<file path="config.mk">
export PLATFORM = sky130hd
export DESIGN_NAME = nearest_palette_cell_mapper_unit
export DESIGN_NICKNAME = d
export VERILOG_FILES = /design/src/rtl/npcm_pkg.sv /design/src/rtl/nearest_palette_cell_mapper_unit.sv /design/src/rtl/npcm_cell.sv
export SDC_FILE = /design/constraint.sdc
export NUM_CORES = 2
export LEC_CHECK = 0
export BUFFER_PORTS_ARGS = -buffer_cell sky130_fd_sc_hd__buf_2
export CORE_MARGIN = 8
export CORE_UTILIZATION = 32
export CTS_BUF_LIST = sky130_fd_sc_hd__clkbuf_16
export CTS_CLUSTER_SIZE = 24
export DETAILED_ROUTE_END_ITERATION = 16
export MAX_ROUTING_LAYER = met4
export PLACE_DENSITY = 0.58
export SYNTH_ARGS = -nofsm -noshare
export SYNTH_HDL_FRONTEND = slang
export SYNTH_HIERARCHICAL = 1
export SYNTH_SLANG_ARGS = --single-unit
</file>
<file path="constraint.sdc">
create_clock -name clk -period 41 [get_ports clk]
set_input_delay 4.1 -clock clk [delete_from_list [all_inputs] [get_ports clk]]
set_output_delay 4.1 -clock clk [all_outputs]
set_load 0.01 [all_outputs]
</file>
<file path="src/rtl/npcm_pkg.sv">
package npcm_pkg;

  localparam int PAL_COUNT = 11;
  localparam int DIST_W    = 18;
  localparam int IDX_W     = 4;

  localparam logic [7:0] SPACE_CODE  = 8'd32;
  localparam logic [7:0] GLYPH_RESET = 8'd35;

  // Entry 0 is never searched; the chain covers entries 1 to PAL_COUNT-1.
  localparam logic [7:0] PAL_R [PAL_COUNT] =
    '{8'd0, 8'd255, 8'd0, 8'd255, 8'd0, 8'd255, 8'd0, 8'd255, 8'd0, 8'd255, 8'd255};
  localparam logic [7:0] PAL_G [PAL_COUNT] =
    '{8'd0, 8'd0, 8'd255, 8'd255, 8'd0, 8'd0, 8'd255, 8'd255, 8'd0, 8'd166, 8'd85};
  localparam logic [7:0] PAL_B [PAL_COUNT] =
    '{8'd0, 8'd0, 8'd0, 8'd0, 8'd255, 8'd255, 8'd255, 8'd255, 8'd0, 8'd0, 8'd0};

  typedef struct packed {
    logic [7:0] red;
    logic [7:0] green;
    logic [7:0] blue;
    logic [7:0] alpha;
  } npcm_pixel_t;

  typedef struct packed {
    logic [7:0]       cell_char;
    logic [IDX_W-1:0] color_index;
  } npcm_cell_t;

  // Word handed from one cell to the next.
  typedef struct packed {
    logic              valid;
    logic [7:0]        red;
    logic [7:0]        green;
    logic [7:0]        blue;
    logic              transparent;
    logic [DIST_W-1:0] best_d;
    logic [IDX_W-1:0]  best_idx;
  } npcm_link_t;

endpackage

</file>
<file path="src/rtl/nearest_palette_cell_mapper_unit.sv">
// Maps one RGBA pixel to one text cell: a space for a fully transparent pixel, else the
// glyph register (reset 35), and the index 1 to 10 of the nearest palette color by squared
// RGB distance, lower index on a tie. A pixel passes through a row of ten cells, one per
// palette entry, each comparing against the best so far; a pixel is accepted every clock
// while the row advances, and its cell word is offered once it reaches the last cell,
// one register stage per cell. The whole row stalls only while the output word waits.
// Write glyph only while the row is empty.
module nearest_palette_cell_mapper_unit (
  input  logic                 clk,
  input  logic                 rst,
  input  logic                 in_valid,
  output logic                 in_ready,
  input  npcm_pkg::npcm_pixel_t in_data,
  output logic                 out_valid,
  input  logic                 out_ready,
  output npcm_pkg::npcm_cell_t  out_data,
  input  logic                 glyph_we,
  input  logic [7:0]           glyph_wdata
);
  import npcm_pkg::*;

  localparam int N = PAL_COUNT - 1;

  npcm_link_t link [N+1];
  logic       advance;
  logic [7:0] glyph;

  always_ff @(posedge clk) begin
    if (rst) begin
      glyph <= GLYPH_RESET;
    end else if (glyph_we) begin
      glyph <= glyph_wdata;
    end
  end

  assign advance  = !link[N].valid || out_ready;
  assign in_ready = advance;

  always_comb begin
    link[0].valid       = in_valid;
    link[0].red         = in_data.red;
    link[0].green       = in_data.green;
    link[0].blue        = in_data.blue;
    link[0].transparent = in_data.alpha == 8'd0;
    link[0].best_d      = '1;
    link[0].best_idx    = IDX_W'(1);
  end

  for (genvar k = 1; k <= N; k++) begin : g_cell
    npcm_cell #(.IDX(k)) u_cell (
      .clk      (clk),
      .rst      (rst),
      .advance  (advance),
      .link_in  (link[k-1]),
      .link_out (link[k])
    );
  end

  assign out_valid             = link[N].valid;
  assign out_data.cell_char    = link[N].transparent ? SPACE_CODE : glyph;
  assign out_data.color_index  = link[N].best_idx;

`ifndef SYNTH
  a_idx_range: assert property (@(posedge clk) disable iff (rst)
    out_valid |-> (out_data.color_index >= IDX_W'(1) &&
                   out_data.color_index <= IDX_W'(N)))
    else $error("color index out of range");

  a_empty_after_reset: assert property (@(posedge clk)
    $fell(rst) |-> !out_valid)
    else $error("output valid right after reset");

  a_char_source: assert property (@(posedge clk) disable iff (rst)
    out_valid |-> (out_data.cell_char == SPACE_CODE || out_data.cell_char == glyph))
    else $error("cell character is neither space nor glyph");
`endif

endmodule

</file>
<file path="src/rtl/npcm_cell.sv">
module npcm_cell #(
  parameter int IDX = 1
) (
  input  logic                clk,
  input  logic                rst,
  input  logic                advance,
  input  npcm_pkg::npcm_link_t link_in,
  output npcm_pkg::npcm_link_t link_out
);
  import npcm_pkg::*;

  logic [7:0]        dr, dg, db;
  logic [15:0]       sr, sg, sb;
  logic [DIST_W-1:0] cand_d;
  logic              closer;
  npcm_link_t        word;

  always_comb begin
    dr = (link_in.red > PAL_R[IDX]) ? link_in.red - PAL_R[IDX] : PAL_R[IDX] - link_in.red;
    dg = (link_in.green > PAL_G[IDX]) ? link_in.green - PAL_G[IDX]
                                      : PAL_G[IDX] - link_in.green;
    db = (link_in.blue > PAL_B[IDX]) ? link_in.blue - PAL_B[IDX]
                                     : PAL_B[IDX] - link_in.blue;
    sr = 16'(dr) * 16'(dr);
    sg = 16'(dg) * 16'(dg);
    sb = 16'(db) * 16'(db);
    cand_d = DIST_W'(sr) + DIST_W'(sg) + DIST_W'(sb);
    // Strict compare keeps the lower index on a tie.
    closer = cand_d < link_in.best_d;
  end

  always_ff @(posedge clk) begin
    if (rst) begin
      word.valid <= 1'b0;
    end else if (advance) begin
      word.valid <= link_in.valid;
    end
  end

  always_ff @(posedge clk) begin
    if (advance) begin
      word.red         <= link_in.red;
      word.green       <= link_in.green;
      word.blue        <= link_in.blue;
      word.transparent <= link_in.transparent;
      word.best_d      <= closer ? cand_d : link_in.best_d;
      word.best_idx    <= closer ? IDX_W'(IDX) : link_in.best_idx;
    end
  end

  assign link_out = word;

endmodule

</file>
# After elaboration in Yosys (flattened, before gate mapping)
# Index checks and enable logic that the tools add are counted.
dict set report totals {
  elab_cells 244
  in_bits 45
  output_inout_bits 14
  reg_bits 434
}
dict set report classes {
  n_addsub 66
  n_mux 39
  magnitude_cmp 40
  n_mul 30
  reduce_logical 3
}
# cell n
set op_table {}
lappend op_table {{8-bit by 8-bit multiplier with 16-bit output} 30}
lappend op_table {{8-bit two-way mux} 31}
lappend op_table {{18-bit by 16-bit adder with 18-bit output} 10}
lappend op_table {{16-bit by 16-bit adder with 17-bit output} 10}
lappend op_table {{18-bit less-than comparator} 9}
lappend op_table {{18-bit two-way mux} 8}
lappend op_table {{8-bit greater-than comparator, second input constant} 15}
lappend op_table {{8-bit subtractor, first input constant} 15}
lappend op_table {{8-bit subtractor, second input constant} 15}
lappend op_table {{8-bit by 1-bit greater-than comparator with 1-bit output, second input constant} 14}
lappend op_table {{1-bit by 8-bit subtractor with 8-bit output, first input constant} 14}
lappend op_table {{18-bit less-than comparator, second input constant} 1}
lappend op_table {{8-bit by 7-bit greater-than comparator with 1-bit output, second input constant} 1}
lappend op_table {{8-bit zero test} 1}
lappend op_table {{7-bit by 8-bit subtractor with 8-bit output, first input constant} 1}
lappend op_table {{8-bit by 7-bit subtractor with 8-bit output, second input constant} 1}
lappend op_table {{1-bit zero test} 1}
lappend op_table {{1-bit logical OR} 1}

# Depth between registers and ports, before layout
dict set report logic_depth {
  word_depth 7
  mapped_depth 36
}

# By module
# Netlist, hierarchy kept.
# module area_each_um2 seq_area_each_um2 n_inst cells_each
set modules_own_cells {}
lappend modules_own_cells {{npcm_cell at g_cell[10].u_cell} 7946.4 1431.4 1 788}
lappend modules_own_cells {{npcm_cell at g_cell[9].u_cell} 7937.6 1431.4 1 765}
lappend modules_own_cells {{npcm_cell at g_cell[1].u_cell} 7821.3 1431.4 1 754}
lappend modules_own_cells {{npcm_cell at g_cell[2].u_cell} 7773.7 1431.4 1 775}
lappend modules_own_cells {{npcm_cell at g_cell[6].u_cell} 7770.0 1431.4 1 782}
lappend modules_own_cells {{npcm_cell at g_cell[8].u_cell} 7758.7 1431.4 1 764}
lappend modules_own_cells {{npcm_cell at g_cell[3].u_cell} 7717.4 1431.4 1 756}
lappend modules_own_cells {{npcm_cell at g_cell[4].u_cell} 7697.4 1431.4 1 759}
lappend modules_own_cells {{npcm_cell at g_cell[7].u_cell} 7679.9 1431.4 1 749}
lappend modules_own_cells {{npcm_cell at g_cell[5].u_cell} 7664.9 1431.4 1 742}
lappend modules_own_cells {nearest_palette_cell_mapper_unit 365.4 160.2 1 40}

# Least setup slack after synthesis
# No wires, ideal clock.
dict set report synth_timing {
  path_type {input port to output port}
  start {input out_ready}
  end {output in_ready}
  setup_slack_ps 21192
  arrival_ps 15708
  required_time_ps 36900
  path_stages 1
  cell_sequence {nand2b_1}
}
dict set report synth_via {
  elab_chain_cells 1
}
# element line
set synth_rtl {}
lappend synth_rtl {{start: declaration} nearest_palette_cell_mapper_unit.sv:15} ;# input logic out_ready,
lappend synth_rtl {{1-bit logical OR} nearest_palette_cell_mapper_unit.sv:36} ;# assign advance = !link[N].valid || out_ready;
lappend synth_rtl {{end: declaration} nearest_palette_cell_mapper_unit.sv:12} ;# output logic in_ready,
# No other way between the ends.

# Worst setup path after layout
dict set report layout_timing {
  start {input in_data[16] (netlist bit)}
  end {register g_cell[1].u_cell.word, in the netlist g_cell[1].u_cell/link_out[4] (data pin)}
}
dict set report layout_via {
  elab_chain_cells 6
  elab_cells_between_ends 7
  classes_between {add/sub (3); mul (1); order compare (2); mux (1)}
}
# element line
set layout_rtl {}
lappend layout_rtl {{start: declaration} nearest_palette_cell_mapper_unit.sv:13} ;# input npcm_pkg::npcm_pixel_t in_data,
lappend layout_rtl {{1-bit by 8-bit subtractor with 8-bit output or 8-bit by 1-bit greater-than comparator with 1-bit output (tied branches)} {npcm_cell.sv:21, npcm_cell.sv:20}}
lappend layout_rtl {{8-bit two-way mux *} npcm_cell.sv:20} ;# dg = (link_in.green > PAL_G[IDX]) ? link_in.green - PAL_G[IDX]
lappend layout_rtl {{8-bit by 8-bit multiplier with 16-bit output *} npcm_cell.sv:25} ;# sg = 16'(dg) * 16'(dg);
lappend layout_rtl {{16-bit by 16-bit adder with 17-bit output *} npcm_cell.sv:27} ;# cand_d = DIST_W'(sr) + DIST_W'(sg) + DIST_W'(sb);
lappend layout_rtl {{18-bit by 16-bit adder with 18-bit output *} npcm_cell.sv:27}
lappend layout_rtl {{18-bit less-than comparator} npcm_cell.sv:29} ;# closer = cand_d < link_in.best_d;
lappend layout_rtl {{end: declaration} npcm_cell.sv:16} ;# npcm_link_t word;
# Every way passes the cells marked *; elsewhere a longest branch is shown, timed or not.
# A chain may end at the register's enable or synchronous reset.

==> summary.md <==
| Metric | Value |
|---|---|
| Run status | `finished clean` |
| Initial DRC count | `2239` |
| Ys Warns | `6` |
| Die area | `0.2555 mm²` |
| Area of the mapped netlist | `0.07666 mm²` |
| DP HPWL | `152.0 mm` |
| Worst path slowest cell | `fa_1` |
| Vias in the first global route | `54.78k` |
| Setup TNS | `0 ps` |
| Worst setup startpoint | `in_data[16]` |
| Unrepaired setup endpoints after global routing | `no` |
| Met2 Usage GRT | `24.76%` |
| Critical Path Sink | `g_cell[1].u_cell/link_out[4]$_DFFE_PP_` |
| Grt total ovfl | `0` |
| I/O Buffers | `58` |
| Cells after Synth | `7612` |
| CP peak stage delay | `540 ps` |
| Routed vias/inst | `4.550` |
| Req. time, crit path | `41550 ps` |
| Later-pin clock latency in the skew report | `700 ps` |
| CTS buffer count | `59` |
| Peak Freq | `84.78 MHz` |
| Post-cts hold buffer count | `0` |
| Clock-pin slew on the worst setup and hold paths | `60 ps` |
| Layout cells sized above 1 | `6.661%` |
| Hold_sp | `g_cell[6].u_cell/link_out[22]$_DFFE_PP_` |
| CP arrival | `12340 ps` |
| Initial antenna violation count | `4` |
| Chip height | `505.4 µm` |
| Worst Max-Slew Pin Slew | `1185 ps` |
| Nets | `10.03k` |
| First-pass GRT wire length | `292.7 mm` |
| Wire per inst | `16.27 µm` |
| Crit path depth | `32` |
| Clock Skew | `56.03 ps` |
| Root Buffer | `clkbuf_16` |
| Delay-heaviest family, CP | `adder cells` |
| Final Non-Filler Cells | `10.87k` |
| Gpl congestion | `0.8629` |
| CP Capture Type | `flip-flop` |
| Critical path buffers and inverters | `7` |
| Crit Reg-Reg Endpoint | `g_cell[9].u_cell/link_out[20]$_DFFE_PP_` |
| Placed cell count | `10.76k` |
| Hold Crit Class | `flip-flop to flip-flop` |
| Crit Path Max Fanout | `22` |
| Slew margin rel. | `20.99%` |
| DR DRC count | `0` |
| Avg Cell Area, Syn | `10.07 µm²` |
| CTS tree | `done` |
| Final setup margin | `29200 ps` |
| All-layer global routing usage | `14.44%` |
| Die width | `505.4 µm` |
| GR Util met1 | `18.56%` |
| Layout area overhead | `7.720%` |
| Critical Path Most Common Cell | `fa_1` |
| Routed wire length | `176.9 mm` |
| H-tree levels | `2` |
| Origin of the critical flop-to-flop path | `g_cell[8].u_cell/link_out[31]$_DFFE_PP_` |
| Final setup viols | `0` |
| GRT busiest layer | `met2` |
| Max_cap viols | `0` |
| Setup Fix Bufs, Post-CTS | `0` |
| GR Util met3 | `1.421%` |
| Largest net degree at the start of global routing | `82` |
| DP Worst Slack | `28470 ps` |
| I/O pin cnt | `59` |
| Crit path launch type | `input port` |
| CTS resizes | `0` |
| Setup CP Type | `input port to flip-flop` |
| Clk sinks | `446` |
| Starting Density | `32.20%` |
| R2r setup slk | `30400 ps` |
| Fin Hold WS | `415.6 ps` |
| Drt pass-1 iters | `5` |
| Post-DRT Antenna Nets | `0` |
| FF-to-FF path depth | `30` |
| Slew Limit Fails | `0` |
| Hold Vio Cnt, Final | `0` |
| Max Root-Sink Buffers | `3` |
| FP Rows | `179` |
| Post-layout minimum cycle time | `11800 ps` |
| Vias | `49.46k` |
| Fill count | `23.99k` |
| Final Cycle Share | `28.77%` |
| Core Footprint | `0.2381 mm²` |
## through the flow
step	utilization (%)	instance area [µm²]
global route	34.68	82570
finish	34.68	82570
global placement	33.83	80540
floorplan	-	76800
detailed placement	33.83	80540
CTS	34.68	82570
## worst min path at each step
stage                                          endpoint  cells after the start
6_report        g_cell[7].u_cell/link_out[22]$_DFFE_PP_                      0
5_1_grt         g_cell[7].u_cell/link_out[22]$_DFFE_PP_                      0
4_1_cts         g_cell[7].u_cell/link_out[22]$_DFFE_PP_                      0
3_5_place_dp    g_cell[9].u_cell/link_out[22]$_DFFE_PP_                      0
3_3_place_gp    g_cell[4].u_cell/link_out[22]$_DFFE_PP_                      0
2_1_floorplan  g_cell[10].u_cell/link_out[22]$_DFFE_PP_                      0
## registers in the layout, indices dropped and copies added (netlist names)
name	flops
g_cell.u_cell/link_out	438
glyph	8
## metal layers
| layer | share of wire [%] | wire length, µm |
|---|---|---|
| met1 | 45 | 79420 |
| met4 | 2.3 | 3981 |
| met2 | 50 | 87660 |
| met5 | 0 | 0 |
| met3 | 3.3 | 5821 |
## cell type report
class	instances	area [µm²]	area share, %
repair buffers	70	380.4	0.4606
well taps	3167	3963	4.799
flip-flops and latches	446	13210	16.00
clock buffers	59	1476	1.788
clock inverters	53	556.8	0.6743
inverters	2188	8213	9.946
diodes	2	5.005	0.006061
multi-input cells	4885	54770	66.33
## cell usage in the layout (no fill, tap or decap), drive strengths merged, types with 19 or more instances in the layout
master	n
edfxtp	428
nor2b	67
a21o	90
conb	40
nor3	49
ha	1024
nand2	244
o21ai	119
nand2b	43
inv	2202
buf	70
and2	154
mux2	161
xnor2	88
xor2	90
a211oi	31
and3	24
mux2i	57
o211ai	19
or2	112
a21oi	205
clkbuf	59
nand3	52
fa	1310
clkinv	23
nand4	26
nor2	640
Power is left out: the tool's default activity adds up to more than one toggle a clock period on the data nets, which glitch-free logic cannot reach.
